**config.mk**
```make
export PLATFORM = sky130hd
export DESIGN_NAME = pressure_smoothing_climb_estimator_flat
export DESIGN_NICKNAME = d
export VERILOG_FILES = /design/src/psce_pkg.sv /design/src/psce_sample_if.sv /design/src/psce_result_if.sv /design/src/psce_smooth.sv /design/src/psce_climb.sv /design/src/pressure_smoothing_climb_estimator.sv /design/src/flat_wrapper.sv
export VERILOG_INCLUDE_DIRS = /design/src /design/src/src
export SDC_FILE = /design/constraint.sdc
export NUM_CORES = 1
export LEC_CHECK = 0
export BUFFER_PORTS_ARGS = -buffer_cell sky130_fd_sc_hd__buf_2
export CAP_MARGIN = 20
export CORE_MARGIN = 2
export CORE_UTILIZATION = 58
export DETAILED_ROUTE_END_ITERATION = 6
export MAX_ROUTING_LAYER = met4
export PLACE_DENSITY_LB_ADDON = 0.25
export SYNTH_ARGS = -nofsm -noshare
export SYNTH_HDL_FRONTEND = slang
export SYNTH_HIERARCHICAL = 1
export SYNTH_SLANG_ARGS = --single-unit
export TNS_END_PERCENT = 1
```
**constraint.sdc**
```tcl
create_clock -name i_clk -period 8.2 [get_ports i_clk]
set_input_delay 0 -clock i_clk [delete_from_list [all_inputs] [get_ports i_clk]]
set_output_delay 0 -clock i_clk [all_outputs]
set_load 0.02 [all_outputs]
```
**src/pressure_smoothing_climb_estimator_defines.svh**
```systemverilog
// Assertion macros shared by the pressure smoothing climb estimator.
`ifndef PRESSURE_SMOOTHING_CLIMB_ESTIMATOR_DEFINES_SVH
`define PRESSURE_SMOOTHING_CLIMB_ESTIMATOR_DEFINES_SVH

// Same-cycle implication, disabled while reset is low.
`define PSCE_ASSERT_NOW(lbl, clk, rst_n, ante, cons, msg) \
    lbl: assert property (@(posedge clk) disable iff (!rst_n) (ante) |-> (cons)) \
        else $error(msg);

// Next-cycle implication, disabled while reset is low.
`define PSCE_ASSERT_NEXT(lbl, clk, rst_n, ante, cons, msg) \
    lbl: assert property (@(posedge clk) disable iff (!rst_n) (ante) |=> (cons)) \
        else $error(msg);

`endif

```
**src/psce_pkg.sv**
```systemverilog
// Types and constants shared by the pressure smoothing climb estimator.
package psce_pkg;

    // Field widths.
    localparam int SAMPLE_W   = 17;
    localparam int ENTRY_W    = 16;
    localparam int CLIMB_W    = 32;
    localparam int CFG_IDX_W  = 2;
    localparam int CFG_DATA_W = 17;

    // Blend sum 7*a + 3*b of two samples needs four more bits.
    localparam int BLEND_W = SAMPLE_W + 4;

    // floor(x / 10) = (x * ceil(2^24 / 10)) >> 24, exact for x below 2^22.
    localparam int RECIP_W     = 21;
    localparam int RECIP_SHIFT = 24;
    localparam logic [RECIP_W-1:0] RECIP_TEN = 21'd1677722;

    typedef logic [SAMPLE_W-1:0]          t_pressure;
    typedef logic signed [ENTRY_W-1:0]    t_entry;
    typedef logic signed [CLIMB_W-1:0]    t_climb;
    typedef logic [CFG_IDX_W-1:0]         t_cfg_index;
    typedef logic [CFG_DATA_W-1:0]        t_cfg_data;

    // Configuration register indexes.
    localparam t_cfg_index CFG_FILTER_ENABLE   = 2'd0;
    localparam t_cfg_index CFG_BASELINE        = 2'd1;

    // Saturation limits of a ring entry.
    localparam t_entry ENTRY_MAX = 16'sh7FFF;
    localparam t_entry ENTRY_MIN = 16'sh8000;

endpackage

```
**src/psce_sample_if.sv**
```systemverilog
// Input channel carrying one raw pressure item.
interface psce_sample_if;
    logic                 valid;
    logic                 ready;
    psce_pkg::t_pressure  pressure_sample;

    modport source (output valid, output pressure_sample, input ready);
    modport sink   (input valid, input pressure_sample, output ready);
endinterface

```
**src/psce_result_if.sv**
```systemverilog
// Output channel carrying one smoothed pressure and climb item.
interface psce_result_if;
    logic                 valid;
    logic                 ready;
    psce_pkg::t_pressure  smoothed_pressure;
    psce_pkg::t_climb     climb_value;

    modport source (output valid, output smoothed_pressure, output climb_value, input ready);
    modport sink   (input valid, input smoothed_pressure, input climb_value, output ready);
endinterface

```
**src/psce_smooth.sv**
```systemverilog
// Optional 0.7/0.3 blend of a sample with the previous smoothed pressure.
module psce_smooth (
    input  psce_pkg::t_pressure i_sample,
    input  psce_pkg::t_pressure i_prev,
    input  logic                i_filter_en,
    output psce_pkg::t_pressure o_pressure
);
    import psce_pkg::*;

    localparam int PROD_W = BLEND_W + RECIP_W;

    logic [BLEND_W-1:0] sample_x7;
    logic [BLEND_W-1:0] prev_x3;
    logic [BLEND_W-1:0] blend_sum;
    logic [PROD_W-1:0]  blend_prod;
    logic               use_blend;

    // Weighted sum 7*sample + 3*previous from shifts and adds.
    assign sample_x7 = (BLEND_W'(i_sample) << 3) - BLEND_W'(i_sample);
    assign prev_x3   = (BLEND_W'(i_prev) << 1) + BLEND_W'(i_prev);
    assign blend_sum = sample_x7 + prev_x3;

    // Divide by ten through the reciprocal multiply.
    assign blend_prod = PROD_W'(blend_sum) * PROD_W'(RECIP_TEN);

    // A zero previous value means no history yet, so the sample passes.
    assign use_blend  = i_filter_en && (i_prev != '0);
    assign o_pressure = use_blend ? blend_prod[RECIP_SHIFT +: SAMPLE_W] : i_sample;

endmodule

```
**src/psce_climb.sv**
```systemverilog
// History shift line of baseline differences and the running climb sum.
module psce_climb #(
    parameter int HISTORY_DEPTH = 16
) (
    input  logic                i_clk,
    input  logic                i_rst_n,
    input  logic                i_shift,
    input  psce_pkg::t_pressure i_pressure,
    input  psce_pkg::t_pressure i_baseline,
    output psce_pkg::t_climb    o_climb
);
    import psce_pkg::*;

    // Tap 0 holds the newest entry. The oldest tap is the entry leaving the
    // window; the half tap is the entry written half a window ago.
    localparam int OLD_TAP  = HISTORY_DEPTH - 1;
    localparam int HALF_TAP = HISTORY_DEPTH - HISTORY_DEPTH / 2 - 1;
    localparam int EXT_W    = CLIMB_W - ENTRY_W;

    t_entry                r_ring [HISTORY_DEPTH];
    t_climb                r_climb;
    t_climb                n_climb;
    logic signed [SAMPLE_W:0] diff;
    logic [SAMPLE_W-ENTRY_W+1:0] diff_top;
    t_entry                entry;
    t_entry                old_entry;
    t_entry                half_entry;
    t_climb                old_ext;
    t_climb                new_ext;
    t_climb                half_ext;

    // Difference from baseline, saturated to the entry range.
    assign diff     = $signed({1'b0, i_pressure}) - $signed({1'b0, i_baseline});
    assign diff_top = diff[SAMPLE_W:ENTRY_W-1];

    always_comb begin
        if ((&diff_top) || !(|diff_top)) begin
            entry = diff[ENTRY_W-1:0];
        end else if (diff[SAMPLE_W]) begin
            entry = ENTRY_MIN;
        end else begin
            entry = ENTRY_MAX;
        end
    end

    // Sign-extended terms of the sum update.
    assign old_entry  = r_ring[OLD_TAP];
    assign half_entry = r_ring[HALF_TAP];
    assign old_ext    = {{EXT_W{old_entry[ENTRY_W-1]}}, old_entry};
    assign new_ext    = {{EXT_W{entry[ENTRY_W-1]}}, entry};
    assign half_ext   = {{EXT_W{half_entry[ENTRY_W-1]}}, half_entry};

    assign n_climb = r_climb + old_ext + new_ext - (half_ext <<< 1);

    // The line shifts and the sum updates once per item.
    always_ff @(posedge i_clk) begin
        if (!i_rst_n) begin
            r_climb <= '0;
            for (int i = 0; i < HISTORY_DEPTH; i++) begin
                r_ring[i] <= '0;
            end
        end else if (i_shift) begin
            r_climb   <= n_climb;
            r_ring[0] <= entry;
            for (int i = 1; i < HISTORY_DEPTH; i++) begin
                r_ring[i] <= r_ring[i-1];
            end
        end
    end

    assign o_climb = r_climb;

endmodule

```
**src/pressure_smoothing_climb_estimator.sv**
```systemverilog
// Top level of the pressure smoothing climb estimator.
// An accepted item passes the input register, the smoothing register and
// the result register. Throughput: one item per cycle while results are taken;
// the previous-value loop closes through the blend multiplier, the climb sum
// through one wide add. Reset (synchronous, active low) clears the valid flags,
// the configuration, the previous value, the history line and the climb sum.
`include "pressure_smoothing_climb_estimator_defines.svh"

module pressure_smoothing_climb_estimator #(
    parameter int HISTORY_DEPTH = 16
) (
    input  logic                  i_clk,
    input  logic                  i_rst_n,
    input  logic                  i_cfg_we,
    input  psce_pkg::t_cfg_index  i_cfg_index,
    input  psce_pkg::t_cfg_data   i_cfg_data,
    psce_sample_if.sink           i_sample_ch,
    psce_result_if.source         o_result_ch
);
    import psce_pkg::*;

    logic      r_filter_en;
    t_pressure r_baseline;

    logic      r_s1_valid;
    t_pressure r_s1_sample;
    logic      r_s2_valid;
    t_pressure r_prev;
    logic      r_out_valid;
    t_pressure r_out_pressure;

    t_pressure n_prev;
    t_climb    climb;
    logic      out_free;
    logic      s2_free;
    logic      s1_free;
    logic      s1_move;
    logic      s2_move;
    logic      in_take;

    // Configuration writes; unknown indexes are ignored.
    always_ff @(posedge i_clk) begin
        if (!i_rst_n) begin
            r_filter_en <= 1'b0;
            r_baseline  <= '0;
        end else if (i_cfg_we) begin
            unique case (i_cfg_index)
                CFG_FILTER_ENABLE: r_filter_en <= i_cfg_data[0];
                CFG_BASELINE:      r_baseline  <= i_cfg_data[SAMPLE_W-1:0];
                default: ;
            endcase
        end
    end

    // Each stage loads when empty or when its contents move on.
    assign out_free = !r_out_valid || o_result_ch.ready;
    assign s2_free  = !r_s2_valid || out_free;
    assign s1_free  = !r_s1_valid || s2_free;
    assign s2_move  = r_s2_valid && out_free;
    assign s1_move  = r_s1_valid && s2_free;
    assign in_take  = i_sample_ch.valid && s1_free;

    assign i_sample_ch.ready = s1_free;

    // Input register.
    always_ff @(posedge i_clk) begin
        if (!i_rst_n) begin
            r_s1_valid <= 1'b0;
        end else if (s1_free) begin
            r_s1_valid <= i_sample_ch.valid;
        end
    end

    always_ff @(posedge i_clk) begin
        if (in_take) begin
            r_s1_sample <= i_sample_ch.pressure_sample;
        end
    end

    // Smoothing stage; its result doubles as the previous value.
    psce_smooth u_smooth (
        .i_sample    (r_s1_sample),
        .i_prev      (r_prev),
        .i_filter_en (r_filter_en),
        .o_pressure  (n_prev)
    );

    always_ff @(posedge i_clk) begin
        if (!i_rst_n) begin
            r_s2_valid <= 1'b0;
            r_prev     <= '0;
        end else begin
            if (s2_free) begin
                r_s2_valid <= r_s1_valid;
            end
            if (s1_move) begin
                r_prev <= n_prev;
            end
        end
    end

    // Climb window, updated as an item enters the result register.
    psce_climb #(
        .HISTORY_DEPTH (HISTORY_DEPTH)
    ) u_climb (
        .i_clk      (i_clk),
        .i_rst_n    (i_rst_n),
        .i_shift    (s2_move),
        .i_pressure (r_prev),
        .i_baseline (r_baseline),
        .o_climb    (climb)
    );

    // Result register.
    always_ff @(posedge i_clk) begin
        if (!i_rst_n) begin
            r_out_valid <= 1'b0;
        end else if (out_free) begin
            r_out_valid <= r_s2_valid;
        end
    end

    always_ff @(posedge i_clk) begin
        if (s2_move) begin
            r_out_pressure <= r_prev;
        end
    end

    assign o_result_ch.valid             = r_out_valid;
    assign o_result_ch.smoothed_pressure = r_out_pressure;
    assign o_result_ch.climb_value       = climb;

    // Checks on the pipeline and the climb state.
    `PSCE_ASSERT_NOW(a_stall_means_full, i_clk, i_rst_n, !s1_free, r_s1_valid && r_s2_valid && r_out_valid, "input stalled with a pipeline stage empty")
    `PSCE_ASSERT_NEXT(a_move_fills_out, i_clk, i_rst_n, i_rst_n && s2_move, r_out_valid, "item lost between smoothing and result stages")
    `PSCE_ASSERT_NEXT(a_climb_holds, i_clk, i_rst_n, i_rst_n && !s2_move, $stable(climb), "climb sum changed without an item")
    `PSCE_ASSERT_NEXT(a_bypass_passes, i_clk, i_rst_n, i_rst_n && s1_move && !r_filter_en, r_prev == $past(r_s1_sample), "unfiltered sample altered")

endmodule
```
**src/flat_wrapper.sv**
```systemverilog
// flat-port wrapper written by rule: the top's interface ports become plain ports
module pressure_smoothing_climb_estimator_flat import psce_pkg::*;
#(
    parameter int HISTORY_DEPTH = 16
)
  (i_clk, i_rst_n, i_cfg_we, i_cfg_index, i_cfg_data, i_sample_ch_valid, i_sample_ch_pressure_sample, i_sample_ch_ready, o_result_ch_valid, o_result_ch_smoothed_pressure, o_result_ch_climb_value, o_result_ch_ready);
  psce_sample_if i_sample_ch_i ();
  psce_result_if o_result_ch_i ();
  input  logic i_clk;
  input  logic i_rst_n;
  input  logic i_cfg_we;
  input  psce_pkg::t_cfg_index i_cfg_index;
  input  psce_pkg::t_cfg_data i_cfg_data;
  input wire logic [$bits(i_sample_ch_i.valid)-1:0] i_sample_ch_valid;
  input wire logic [$bits(i_sample_ch_i.pressure_sample)-1:0] i_sample_ch_pressure_sample;
  output wire logic [$bits(i_sample_ch_i.ready)-1:0] i_sample_ch_ready;
  output wire logic [$bits(o_result_ch_i.valid)-1:0] o_result_ch_valid;
  output wire logic [$bits(o_result_ch_i.smoothed_pressure)-1:0] o_result_ch_smoothed_pressure;
  output wire logic [$bits(o_result_ch_i.climb_value)-1:0] o_result_ch_climb_value;
  input wire logic [$bits(o_result_ch_i.ready)-1:0] o_result_ch_ready;
  assign i_sample_ch_i.valid = i_sample_ch_valid;
  assign i_sample_ch_i.pressure_sample = i_sample_ch_pressure_sample;
  assign i_sample_ch_ready = i_sample_ch_i.ready;
  assign o_result_ch_valid = o_result_ch_i.valid;
  assign o_result_ch_smoothed_pressure = o_result_ch_i.smoothed_pressure;
  assign o_result_ch_climb_value = o_result_ch_i.climb_value;
  assign o_result_ch_i.ready = o_result_ch_ready;
  pressure_smoothing_climb_estimator #(.HISTORY_DEPTH(HISTORY_DEPTH)) u_core (.i_clk(i_clk), .i_rst_n(i_rst_n), .i_cfg_we(i_cfg_we), .i_cfg_index(i_cfg_index), .i_cfg_data(i_cfg_data), .i_sample_ch(i_sample_ch_i), .o_result_ch(o_result_ch_i));
endmodule
```
==> results.sh <==
export IMPL_grt_overflow=0
export IMPL_critPathCaptureType="flop"
export IMPL_place_area_um2=29800
export IMPL_critPathTopFamily="adder cells"
export IMPL_vias_per_cell=5.48
export IMPL_status="finished, violations left"
export IMPL_wl_per_cell_um=19.0
export IMPL_final_hold_violation_count=0
export IMPL_ys_warnings_count=6
export IMPL_fin_worst_skew_ps=25.3
export IMPL_grt_max_degree=178
export IMPL_hold_class="input port to flop"
export IMPL_use_met3_pct=5.37
export IMPL_drtIter0Drc=1401
export IMPL_synth_seq_area_share_pct=37.2
export IMPL_hold_path_depth=4
export IMPL_grt_pass1_wl_mm=105
export IMPL_synth_edf_count=290
export IMPL_fp_row_count=79
export IMPL_ys_types=91
export IMPL_clock_sinks=360
export IMPL_slowest_delay_ps=510
export IMPL_synth_ff_type="edfxtp_1"
export IMPL_worst_hold_slack_ps=146
export IMPL_ant_nets=0
export IMPL_area_growth_pct=18.5
export IMPL_violations="negative setup slack"
export IMPL_clk_latency_ps=530
export IMPL_htreeDepth=2
export IMPL_cp_arrival_ps=9260
export IMPL_r2r_end="u_core/r_prev[15]"
export IMPL_crit_path_max_fanout=4
export IMPL_slew_violations=0
export IMPL_crit_top_cell="fa_1"
export IMPL_tightest_slew_ps=1010
export IMPL_die_h_um=220
export IMPL_gr_usage_met2_pct=42.7
export IMPL_fillers=3387
export IMPL_final_setup_tns_ps=-6620
export IMPL_ff2ff_setup_slack_ps=-600
export IMPL_ys_ff_latch=360
export IMPL_start_util_pct=58.6
export IMPL_setup_violations=17
export IMPL_crit_type="flop to flop"
export IMPL_rsz0062_at_grt="yes"
export IMPL_die_area_um2=48600
export IMPL_required_ps=8660
export IMPL_n_antenna_cell=0
export IMPL_timing_fmax_mhz=114
export IMPL_grt_pass1_vias=19300
export IMPL_grt_usage_pct=28.9
export IMPL_core_um2=46400
export IMPL_dpl_hpwl_mm=50.3
export IMPL_setup_worst_path_start_class="flop"
export IMPL_worstHoldEndpoint="u_core/r_baseline[16]"
export IMPL_async_flop_share_pct=0
export IMPL_io_buffers=91
export IMPL_cts_buffer_depth=3
export IMPL_cpMaxStageDelayCell="fa_1"
export IMPL_cts_root_buf="clkbuf_16"
export IMPL_layout_min_cycle_time_ps=8800
export IMPL_io_pins=92
export IMPL_syn_avg_cell_area_um2=10.9
export IMPL_cts_made_buffers=37
export IMPL_final_cell_mix="487 x inv_1, 290 x edfxtp_1, 247 x ha_1, 235 x fa_1, 231 x buf_4"
export IMPL_reg2regPathDepth=37
export IMPL_slew_headroom_pct=32.5
export IMPL_min_from="i_cfg_index[0]"
export IMPL_place_congestion=0.955
export IMPL_routed_wl_mm=65.7
export IMPL_dr_pass1_iters=5
export IMPL_fin_nets=3364
export IMPL_setup_ws_ps=-599
export IMPL_die_w_um=220
export IMPL_grt_busiest_layer="met2"
export IMPL_vias=18900
export IMPL_regToRegStartpoint="u_core/r_s1_sample[5]"
export IMPL_synthCells=2489
export IMPL_period_share_pct=107
export IMPL_syn_cell_area_um2=27100
export IMPL_grtUsageMet1_pct=41.9
export IMPL_path_buf_inv=9
export IMPL_final_area_um2=32200
export IMPL_drv_cap=0
export IMPL_antenna_found_initial=0
export IMPL_tritoncts="yes"
export IMPL_drive_above_1_share_pct=17.7
export IMPL_path_clk_slew_ps=60
export IMPL_layout_commonest_cell="inv_1"
export IMPL_syn_num_nets=3036
export IMPL_drc_errors=0
## metal layers
| layer | routed length [µm] | share of wire, % | vias up |
|---|---|---|---|
| met5 | 0 | 0 | - |
| met4 | 1170 | 1.8 | 0 |
| met3 | 4720 | 7.2 | 86 |
| met2 | 29300 | 45 | 557 |
| met1 | 30400 | 46 | 9282 |
| li1 | - | - | 8981 |
## cells in the mapped netlist (15+ instances only)
cell type  count  area, µm²
dfxtp_1       70       1400
fa_1         238       4760
ha_1         268       3350
edfxtp_1     290       8710
and2_1       106        663
xnor2_1       58        508
nor3_1        17       85.1
nand3_1       28        140
a211oi_1      15        113
a21boi_0      18        135
and3_1       141        882
clkbuf_1      69        259
a21o_1        38        285
o21ai_0       46        230
a21oi_1       84        420
inv_1        490       1840
mux2i_1       35        350
o21ai_1       15       75.1
nor2b_1       28        175
nor2_1        60        225
xor2_1        28        245
nand2_1      145        544
## state kept, by name, summed over array words and instances (netlist names)
register	cells
u_core/r_baseline	17
u_core/u_climb/r_ring	256
u_core/r_filter_en	1
u_core/u_climb/o_climb	32
u_core/o_result_ch.valid	1
u_core/r_s2_valid	1
u_core/o_result_ch.smoothed_pressure	17
u_core/r_s1_valid	1
u_core/r_prev	17
u_core/r_s1_sample	17
## per-stage QoR
stage | std cells | setup slack [ps] | utilization, %
floorplan | 2489 | -168 | -
global placement | 3326 | -711 | 64.3
detailed placement | 3327 | -931 | 64.4
CTS | 3452 | -538 | 69.1
global route | 3453 | -895 | 69.4
finish | 3453 | -599 | 69.4
## area by class of cell
cell class	count	area (µm²)	share of cell area [%]
sequential	360	10100	31.4
timing repair buffer	373	2750	8.53
clock inverter	16	198	0.615
clock buffer	52	1050	3.28
tap	607	759	2.36
multi-input combinational	1554	15400	48.0
inverter	491	1850	5.75
## kinds of logic (layout without fill, tap and decap cells)
kind of cell | Yosys count | in the layout | share of synthesized area [%]
AOI/OAI and AO/OA | 343 | 343 | 9.06
xor gates and xnor gates | 87 | 87 | 2.83
adders and majority gates | 506 | 506 | 29.9
buffers and inverters | 575 | 932 | 8.12
DFF | 360 | 360 | 37.2
muxes | 36 | 36 | 1.33
and+or+nand+nor | 582 | 582 | 11.5
## worst max path at each step
stage | startpoint | to | depth (start not counted)
after floorplan | u_core/r_s1_sample[3] | u_core/r_prev[15] | 31
after global routing | u_core/r_s1_sample[2] | u_core/r_prev[15] | 34
after detailed placement | u_core/r_s1_sample[3] | u_core/r_prev[15] | 34
after CTS | u_core/r_s1_sample[5] | u_core/r_prev[12] | 37
final | u_core/r_s1_sample[5] | u_core/r_prev[15] | 37
after global placement | u_core/r_s1_sample[5] | u_core/r_prev[15] | 36
## worst min-delay path: stages
cell	delay [ps]
buf_2	110
nand3b_2	300
nand2_1	150
a21boi_0	60
## repair_timing
| action | in CTS | in global routing |
|---|---|---|
| hold buffers | 43 | 0 |
| hold endpoints to repair | 48 | 0 |
| pin swaps | 46 | 7 |
| buffers inserted | 14 | 0 |
| gates resized for setup | 71 | 14 |
| endpoints found under the setup margin | 17 | 17 |
Power is left out: the tool's default activity adds up to more than one toggle a clock period on the data nets, which glitch-free logic cannot reach.
